--- config.mk ---
export PLATFORM = sky130hd
export DESIGN_NAME = class_file_stream_parser
export DESIGN_NICKNAME = d
export VERILOG_FILES = /design/src/sv/cfsp_pkg.sv /design/src/sv/cfsp_core.sv /design/src/sv/class_file_stream_parser.sv
export SDC_FILE = /design/constraint.sdc
export NUM_CORES = 1
export LEC_CHECK = 0
export BUFFER_PORTS_ARGS = -buffer_cell sky130_fd_sc_hd__buf_2
export CAP_MARGIN = 30
export CORE_ASPECT_RATIO = 1.5
export CORE_MARGIN = 1
export CORE_UTILIZATION = 55
export CTS_CLUSTER_SIZE = 40
export DETAILED_ROUTE_END_ITERATION = 10
export MAX_ROUTING_LAYER = met4
export PLACE_DENSITY = 0.72
export SLEW_MARGIN = 5
export SYNTH_ARGS = -nofsm -noshare
export SYNTH_HDL_FRONTEND = slang
export SYNTH_SLANG_ARGS = --single-unit
--- constraint.sdc ---
create_clock -name clk -period 20.7 [get_ports clk]
set_input_delay 3.105 -clock clk [delete_from_list [all_inputs] [get_ports clk]]
set_output_delay 3.105 -clock clk [all_outputs]
set_load 0.01 [all_outputs]
--- src/sv/cfsp_pkg.sv ---
// Package with the phase codes, token kinds, error codes and payload types of the parser.
`default_nettype none
package cfsp_pkg;

  localparam logic [31:0] CLASS_MAGIC = 32'hCAFEBABE;

  typedef enum logic [4:0] {
    PH_MAGIC, PH_MINOR, PH_MAJOR, PH_POOLCOUNT, PH_TAG, PH_OPERAND, PH_UTF8LEN,
    PH_UTF8BYTE, PH_ACCESS, PH_THIS, PH_SUPER, PH_IFCOUNT, PH_IFACE, PH_FIELDSCOUNT,
    PH_MACCESS, PH_MNAME, PH_MDESC, PH_MATTRCOUNT, PH_METHODSCOUNT, PH_ATTRNAME,
    PH_ATTRLEN, PH_ATTRBYTE, PH_CLASSATTRCOUNT, PH_CANAME, PH_CALEN, PH_CABYTE, PH_DONE
  } phase_t;

  localparam logic [4:0] TK_MAGIC = 5'd0;
  localparam logic [4:0] TK_MINOR = 5'd1;
  localparam logic [4:0] TK_MAJOR = 5'd2;
  localparam logic [4:0] TK_POOLCOUNT = 5'd3;
  localparam logic [4:0] TK_TAG = 5'd4;
  localparam logic [4:0] TK_U2 = 5'd5;
  localparam logic [4:0] TK_U4 = 5'd6;
  localparam logic [4:0] TK_UTF8LEN = 5'd7;
  localparam logic [4:0] TK_UTF8BYTE = 5'd8;
  localparam logic [4:0] TK_ACCESS = 5'd9;
  localparam logic [4:0] TK_THIS = 5'd10;
  localparam logic [4:0] TK_SUPER = 5'd11;
  localparam logic [4:0] TK_IFCOUNT = 5'd12;
  localparam logic [4:0] TK_IFACE = 5'd13;
  localparam logic [4:0] TK_FIELDSCOUNT = 5'd14;
  localparam logic [4:0] TK_MACCESS = 5'd15;
  localparam logic [4:0] TK_MNAME = 5'd16;
  localparam logic [4:0] TK_MDESC = 5'd17;
  localparam logic [4:0] TK_MATTRCOUNT = 5'd18;
  localparam logic [4:0] TK_METHODSCOUNT = 5'd19;
  localparam logic [4:0] TK_ATTRNAME = 5'd20;
  localparam logic [4:0] TK_ATTRLEN = 5'd21;
  localparam logic [4:0] TK_ATTRBYTE = 5'd22;
  localparam logic [4:0] TK_CLASSATTRCOUNT = 5'd23;
  localparam logic [4:0] TK_END = 5'd24;

  localparam logic [1:0] ERR_NONE = 2'd0;
  localparam logic [1:0] ERR_MAGIC = 2'd1;
  localparam logic [1:0] ERR_TAG = 2'd2;

  localparam logic [3:0] TAG_UTF8 = 4'd1;
  localparam logic [3:0] TAG_INTEGER = 4'd3;
  localparam logic [3:0] TAG_FLOAT = 4'd4;
  localparam logic [3:0] TAG_LONG = 4'd5;
  localparam logic [3:0] TAG_DOUBLE = 4'd6;
  localparam logic [3:0] TAG_METHODREF_FIRST = 4'd9;
  localparam logic [3:0] TAG_NAMEANDTYPE = 4'd12;

  typedef struct packed {
    logic [7:0] data_byte;
    logic       start_of_file;
  } in_item_t;

  typedef struct packed {
    logic [4:0]  token_kind;
    logic [31:0] token_value;
    logic [15:0] pool_slot;
    logic [1:0]  error_code;
  } out_item_t;

endpackage
`default_nettype wire

--- src/sv/cfsp_core.sv ---
// Parser state and the per-byte token logic, with a registered result stage.
`default_nettype none
module cfsp_core
  import cfsp_pkg::*;
(
  input  wire logic      clk,
  input  wire logic      rst_n,
  input  wire logic      item_valid,
  input  in_item_t       item,
  output logic           item_ready,
  output logic           res_valid,
  output out_item_t      res,
  input  wire logic      res_ready
);

  phase_t      phase_r, phase_nxt;
  logic [31:0] acc_r, acc_nxt;
  logic [2:0]  nbytes_r, nbytes_nxt;
  logic [3:0]  tag_r, tag_nxt;
  logic [1:0]  opstep_r, opstep_nxt;
  logic [15:0] ptotal_r, ptotal_nxt;
  logic [15:0] pidx_r, pidx_nxt;
  logic [15:0] items_r, items_nxt;
  logic [15:0] attrs_r, attrs_nxt;
  logic [31:0] pay_r, pay_nxt;
  logic        inmeth_r, inmeth_nxt;
  logic        stop_r, stop_nxt;
  logic        vld_r;
  out_item_t   res_r;

  logic        emit;
  out_item_t   tok;
  logic        take;

  assign item_ready = !vld_r || res_ready;
  assign take = item_valid && item_ready;
  assign res_valid = vld_r;
  assign res = res_r;

  always_comb begin
    phase_t      ph;
    logic [31:0] a;
    logic [2:0]  nb;
    logic [3:0]  tg;
    logic [1:0]  os;
    logic [15:0] pt, pi, it, at;
    logic [31:0] py;
    logic        im, st;
    logic [2:0]  need;
    logic [31:0] v;
    logic [31:0] acc_sh;
    logic        wide, dbl;
    logic [15:0] pi_fin, it_dec, at_dec;
    logic [31:0] py_dec;
    phase_t      fin_ph, mdone_ph, after_ph;
    ph = phase_r; a = acc_r; nb = nbytes_r; tg = tag_r; os = opstep_r;
    pt = ptotal_r; pi = pidx_r; it = items_r; at = attrs_r; py = pay_r;
    im = inmeth_r; st = stop_r;
    if (item.start_of_file) begin
      ph = PH_MAGIC; a = '0; nb = '0; tg = '0; os = '0; pt = '0; pi = '0;
      it = '0; at = '0; py = '0; im = 1'b0; st = 1'b0;
    end
    phase_nxt = ph; acc_nxt = a; nbytes_nxt = nb; tag_nxt = tg; opstep_nxt = os;
    ptotal_nxt = pt; pidx_nxt = pi; items_nxt = it; attrs_nxt = at; pay_nxt = py;
    inmeth_nxt = im; stop_nxt = st;
    emit = 1'b0;
    tok = '0;
    wide = (tg == TAG_INTEGER) || (tg == TAG_FLOAT) || (tg == TAG_LONG) || (tg == TAG_DOUBLE);
    dbl = (tg == TAG_LONG) || (tg == TAG_DOUBLE);
    case (ph)
      PH_MAGIC, PH_ATTRLEN, PH_CALEN: need = 3'd4;
      PH_OPERAND: need = wide ? 3'd4 : 3'd2;
      PH_TAG, PH_UTF8BYTE, PH_ATTRBYTE, PH_CABYTE, PH_DONE: need = 3'd1;
      default: need = 3'd2;
    endcase
    acc_sh = {a[23:0], item.data_byte};
    v = (need > 3'd1) ? acc_sh : {24'd0, item.data_byte};
    pi_fin = pi + (dbl ? 16'd2 : 16'd1);
    fin_ph = ({1'b0, pi_fin} + 17'd1 < {1'b0, pt}) ? PH_TAG : PH_ACCESS;
    it_dec = it - 16'd1;
    at_dec = at - 16'd1;
    py_dec = py - 32'd1;
    after_ph = im ? PH_CLASSATTRCOUNT : PH_METHODSCOUNT;
    mdone_ph = (it_dec != 16'd0) ? PH_MACCESS : after_ph;
    if (!st) begin
      if (need > 3'd1 && (nb + 3'd1) < need) begin
        acc_nxt = acc_sh;
        nbytes_nxt = nb + 3'd1;
      end else begin
        acc_nxt = '0;
        nbytes_nxt = '0;
        emit = 1'b1;
        tok.token_value = v;
        case (ph)
          PH_MAGIC: begin
            tok.token_kind = TK_MAGIC;
            if (v != CLASS_MAGIC) begin
              stop_nxt = 1'b1;
              tok.error_code = ERR_MAGIC;
            end else begin
              phase_nxt = PH_MINOR;
            end
          end
          PH_MINOR: begin tok.token_kind = TK_MINOR; phase_nxt = PH_MAJOR; end
          PH_MAJOR: begin tok.token_kind = TK_MAJOR; phase_nxt = PH_POOLCOUNT; end
          PH_POOLCOUNT: begin
            tok.token_kind = TK_POOLCOUNT;
            ptotal_nxt = v[15:0];
            pidx_nxt = '0;
            phase_nxt = (17'd1 < {1'b0, v[15:0]}) ? PH_TAG : PH_ACCESS;
          end
          PH_TAG: begin
            tok.token_kind = TK_TAG;
            tok.pool_slot = pi;
            if (!(v[7:0] == 8'd1 || (v[7:0] >= 8'd3 && v[7:0] <= 8'd12))) begin
              stop_nxt = 1'b1;
              tok.error_code = ERR_TAG;
            end else begin
              tag_nxt = v[3:0];
              opstep_nxt = '0;
              phase_nxt = (v[3:0] == TAG_UTF8) ? PH_UTF8LEN : PH_OPERAND;
            end
          end
          PH_OPERAND: begin
            tok.token_kind = wide ? TK_U4 : TK_U2;
            tok.pool_slot = pi;
            opstep_nxt = os + 2'd1;
            if ((os + 2'd1) >= ((dbl || (tg >= TAG_METHODREF_FIRST && tg <= TAG_NAMEANDTYPE))
                                ? 2'd2 : 2'd1)) begin
              pidx_nxt = pi_fin;
              phase_nxt = fin_ph;
            end
          end
          PH_UTF8LEN: begin
            tok.token_kind = TK_UTF8LEN;
            tok.pool_slot = pi;
            pay_nxt = v;
            if (v == 32'd0) begin
              pidx_nxt = pi_fin;
              phase_nxt = fin_ph;
            end else begin
              phase_nxt = PH_UTF8BYTE;
            end
          end
          PH_UTF8BYTE: begin
            tok.token_kind = TK_UTF8BYTE;
            tok.pool_slot = pi;
            pay_nxt = py_dec;
            if (py_dec == 32'd0) begin
              pidx_nxt = pi_fin;
              phase_nxt = fin_ph;
            end
          end
          PH_ACCESS: begin tok.token_kind = TK_ACCESS; phase_nxt = PH_THIS; end
          PH_THIS: begin tok.token_kind = TK_THIS; phase_nxt = PH_SUPER; end
          PH_SUPER: begin tok.token_kind = TK_SUPER; phase_nxt = PH_IFCOUNT; end
          PH_IFCOUNT: begin
            tok.token_kind = TK_IFCOUNT;
            items_nxt = v[15:0];
            phase_nxt = (v == 32'd0) ? PH_FIELDSCOUNT : PH_IFACE;
          end
          PH_IFACE: begin
            tok.token_kind = TK_IFACE;
            items_nxt = it_dec;
            if (it_dec == 16'd0) phase_nxt = PH_FIELDSCOUNT;
          end
          PH_FIELDSCOUNT, PH_METHODSCOUNT: begin
            tok.token_kind = (ph == PH_FIELDSCOUNT) ? TK_FIELDSCOUNT : TK_METHODSCOUNT;
            inmeth_nxt = (ph == PH_METHODSCOUNT);
            items_nxt = v[15:0];
            if (v == 32'd0)
              phase_nxt = (ph == PH_METHODSCOUNT) ? PH_CLASSATTRCOUNT : PH_METHODSCOUNT;
            else
              phase_nxt = PH_MACCESS;
          end
          PH_MACCESS: begin tok.token_kind = TK_MACCESS; phase_nxt = PH_MNAME; end
          PH_MNAME: begin tok.token_kind = TK_MNAME; phase_nxt = PH_MDESC; end
          PH_MDESC: begin tok.token_kind = TK_MDESC; phase_nxt = PH_MATTRCOUNT; end
          PH_MATTRCOUNT: begin
            tok.token_kind = TK_MATTRCOUNT;
            attrs_nxt = v[15:0];
            if (v != 32'd0) begin
              phase_nxt = PH_ATTRNAME;
            end else begin
              items_nxt = it_dec;
              phase_nxt = mdone_ph;
            end
          end
          PH_CLASSATTRCOUNT: begin
            tok.token_kind = TK_CLASSATTRCOUNT;
            attrs_nxt = v[15:0];
            phase_nxt = (v != 32'd0) ? PH_CANAME : PH_DONE;
          end
          PH_ATTRNAME: begin tok.token_kind = TK_ATTRNAME; phase_nxt = PH_ATTRLEN; end
          PH_CANAME: begin tok.token_kind = TK_ATTRNAME; phase_nxt = PH_CALEN; end
          PH_ATTRLEN, PH_CALEN, PH_ATTRBYTE, PH_CABYTE: begin
            if (ph == PH_ATTRLEN || ph == PH_CALEN) begin
              tok.token_kind = TK_ATTRLEN;
              pay_nxt = v;
            end else begin
              tok.token_kind = TK_ATTRBYTE;
              pay_nxt = py_dec;
            end
            if (ph == PH_ATTRLEN) phase_nxt = PH_ATTRBYTE;
            if (ph == PH_CALEN) phase_nxt = PH_CABYTE;
            if (pay_nxt == 32'd0) begin
              attrs_nxt = at_dec;
              if (at_dec != 16'd0) begin
                phase_nxt = (ph == PH_CALEN || ph == PH_CABYTE) ? PH_CANAME : PH_ATTRNAME;
              end else if (ph == PH_CALEN || ph == PH_CABYTE) begin
                phase_nxt = PH_DONE;
              end else begin
                items_nxt = it_dec;
                phase_nxt = mdone_ph;
              end
            end
          end
          default: begin tok.token_kind = TK_END; phase_nxt = PH_DONE; end
        endcase
      end
    end
  end

  always_ff @(posedge clk) begin
    if (!rst_n) begin
      phase_r <= PH_MAGIC; acc_r <= '0; nbytes_r <= '0; tag_r <= '0; opstep_r <= '0;
      ptotal_r <= '0; pidx_r <= '0; items_r <= '0; attrs_r <= '0; pay_r <= '0;
      inmeth_r <= 1'b0; stop_r <= 1'b0; vld_r <= 1'b0;
    end else begin
      if (take) begin
        phase_r <= phase_nxt; acc_r <= acc_nxt; nbytes_r <= nbytes_nxt; tag_r <= tag_nxt;
        opstep_r <= opstep_nxt; ptotal_r <= ptotal_nxt; pidx_r <= pidx_nxt;
        items_r <= items_nxt; attrs_r <= attrs_nxt; pay_r <= pay_nxt;
        inmeth_r <= inmeth_nxt; stop_r <= stop_nxt;
        vld_r <= emit;
      end else if (res_ready) begin
        vld_r <= 1'b0;
      end
    end
  end

  always_ff @(posedge clk) begin
    if (take && emit) res_r <= tok;
  end

endmodule
`default_nettype wire

--- src/sv/class_file_stream_parser.sv ---
// Top level of the class file stream parser.
// Takes one class file byte per transaction and gives at most one token per byte, in the
// next cycle from a result register; a new byte is taken in every cycle while the result
// side keeps up. The parse state is updated as each byte is taken, which sets this rate.
`default_nettype none
module class_file_stream_parser
  import cfsp_pkg::*;
(
  input  wire logic clk,
  input  wire logic rst_n,
  input  wire logic in_valid,
  output logic      in_ready,
  input  in_item_t  in_data,
  output logic      out_valid,
  input  wire logic out_ready,
  output out_item_t out_data
);

  cfsp_core u_core (
    .clk       (clk),
    .rst_n     (rst_n),
    .item_valid(in_valid),
    .item      (in_data),
    .item_ready(in_ready),
    .res_valid (out_valid),
    .res       (out_data),
    .res_ready (out_ready)
  );

endmodule
`default_nettype wire
==> metrics <==
Power per Cell Area=52.68 nW/um2; setup violators final=0; post-route minimum period=8.166 ns; top post-synthesis cells by count=nand2_1 (200), nor2_1 (199), a21oi_1 (147), dfxtp_1 (137), clkbuf_1 (126); port bufs=69; Final Skew=0.01204 ns; nets=1893; dpl hpwl=39840 um; asr flop ratio synth=0%; DRC=0; placed insts=2159; CTS Root Cell=clkbuf_16; max-slew violations=0; initial antenna violation count=0; Cell Area, Synth=14230 um2; clk_lat worst skew=0.48 ns; pin slew with the least headroom to its limit=1.000 ns; first-pass GRT wire length=86550 um; min-delay worst type=flip-flop to flip-flop; max-capacitance violation count=0; Synth area leaders=dfxtp_1 (19%), edfxtp_1 (12%), nand2_1 (5.3%), nor2_1 (5.3%), a21oi_1 (5.2%); EDFF count, synth=55; TritonCTS clock tree=yes; hold_sp=u_core.nbytes_r[1]; DR pass1 iterations=8; count leader, synth=nand2_1; Buf/Inv on CP=3; endpoints failing hold=0; clock-pin slew on the worst setup and hold paths=0.07 ns; crit path launch type=input port; CP peak stage delay=0.55 ns; fill count=2369; largest net degree at the start of global routing=72; CP Class=input port to flip-flop; 1st-iter DRT viols=1817; RSZ-0062 raised after global routing=no; row count=71; CP top delay family=simple AND/OR/NAND/NOR gates; Yosys warning total=0; post-CTS setup buffer count=0; Max VDD drop=63.53 uV; post_cts resized=0; GRT Total Usage=44.53%; synth unique cells=100; setup TNS=0 ns; Worst EP arrival=8.51 ns; share of the synthesized area in the top cell type=19.28%; Total Power=0.8051 mW; Sink Count=192; via count=15750; Critical Path Sink Type=flip-flop; n_diodes=0; Achievable Freq=122.5 MHz; Via density=7.188; core area=25230 um2; CP required=21.04 ns; WHS Endpoint=u_core.nbytes_r[1]; share of cells above drive strength 1=10.63%; Tcrit/Tclk final=39.45%; Die ar.=26530 um2; IO Pins=70; leakage power=5.287 nW; Gate Count Post-Synth=1878; Placer Congestion=1.017; Congestion Overflow GR=0; FF-to-FF setup slack=15.15 ns; CTS buffer count=17; Min Hold Slack=0.4678 ns; P&R area growth vs syn=7.432%; cell taking the most area after synthesis=dfxtp_1; Syn Area/Cell=7.575 um2; slowest CP cell=or4_1; DRT Wirelength=57570 um; Die X-Extent=133.3 um; # hold bufs at CTS=0; Synth Flop Type=dfxtp_1; worst path cell trace=buf_4 > nor2_1 > and3_1 > inv_1 > ha_1 > inv_1 > fa_1 > nand3b_1 > or4_1 > a21oi_1 > nand2_1 > nor4bb_1 > nand3_1 > nor3_1 > xnor2_1 > ha_1 > a2111oi_0 > a31oi_1 > a311oi_1 > o21bai_1 > a41oi_1; Slew HR=33.31%; clk buf depth=2; cell count of the worst reg-to-reg path=20; syn_nets=1921; H-tree levels=4; final cell count without fillers=2191; sequential area share after synthesis=30.89%; Routed Antenna Nets=0; R2R Path Start=u_core.tag_r[1]; FF+latch count, synth=192; vias in the first global route=14810; Initial Util=56.39%; Die H=199.0 um; status=completed; WL per Instance=26.28 um; largest fanout on the critical path=40; RR Endpoint=u_core.phase_r[3]; Hold Path Depth=2
[cell usage in the layout, fill, tap and decap left out, types with 29 or more instances in the layout]
cell type    n
a21oi_1    147
a22oi_1     37
a31oi_1     37
a32oi_1     37
and3_1      49
buf_2       68
buf_4       46
dfxtp_1    137
edfxtp_1    55
ha_1        29
nand2_1    200
nand3_1     53
nor2_1     198
nor2b_1     61
nor3_1      56
nor4_1      36
o21ai_0    104
xnor2_1     34
[metrics by stage]
stage               worst slack [ns]  util, %  area, um2
floorplan                      11.15        -      14230
finish                         12.53    60.58      15280
detailed placement             12.10    58.30      14710
global route                   12.13    60.58      15280
global placement               12.28    58.19      14680
CTS                            12.59    60.58      15280
[sequential cells by signal, summed over array words and instances, names as in the netlist, 3 cells and up]
name             flops
u_core.items_r      16
u_core.pay_r        32
u_core.ptotal_r     16
u_core.tag_r         4
u_core.res          55
u_core.nbytes_r      3
u_core.phase_r       5
u_core.pidx_r       16
u_core.acc_r        24
u_core.attrs_r      16
[tightest hold or removal path, delay by kind of cell, from the launching register on]
family / cells / cell delay [ns]
compound gates: 1 / 0.06
flops: 1 / 0.31
simple gates: 1 / 0.05
[how the worst max path moves through the flow]
stage / start / end / slack, ns / depth (start not counted)
after floorplan: in_data[0] / u_core.phase_r[3] / 11.15 / 28
after global placement: in_data[0] / u_core.phase_r[3] / 12.28 / 21
after detailed placement: in_data[0] / u_core.phase_r[3] / 12.10 / 21
after CTS: in_data[0] / u_core.phase_r[3] / 12.59 / 21
after global routing: in_data[0] / u_core.phase_r[3] / 12.13 / 21
final: in_data[0] / u_core.phase_r[3] / 12.53 / 21
[per-layer routing]
metal	vias up	routed length (um)	global-route usage, %
li1	6974	-	-
met1	7506	20240	46.62
met5	-	0	-
met2	965	27780	73.71
met4	0	4610	34.68
met3	305	4939	8.614
[power breakdown]
group,internal [mW],switching [mW]
Clock,0.170,0.171
Sequential,0.388,0.00724
Combinational,0.0178,0.0518
Total,0.575,0.230
[final cells by class]
type | instances | area (um2) | area share, %
timing repair buffer | 115 | 696.9 | 4.560
multi-input combinational | 1494 | 9094 | 59.50
sequential | 192 | 4394 | 28.75
tap | 328 | 410.4 | 2.685
inverter | 30 | 112.6 | 0.7368
clock inverter | 15 | 150.1 | 0.9824
clock buffer | 17 | 425.4 | 2.783
[kinds of logic after synthesis]
group	Yosys count	share of synthesized area, %
AND/OR/NAND/NOR	822	29.86
AO/OA/AOI/OAI	578	27.05
buffers and inverters	192	5.462
flip-flops	192	30.89
XOR/XNOR	54	3.325
adder cells (fa/ha/maj)	30	2.691
multiplexers	10	0.7212
Power figures use the tool's default switching activity.
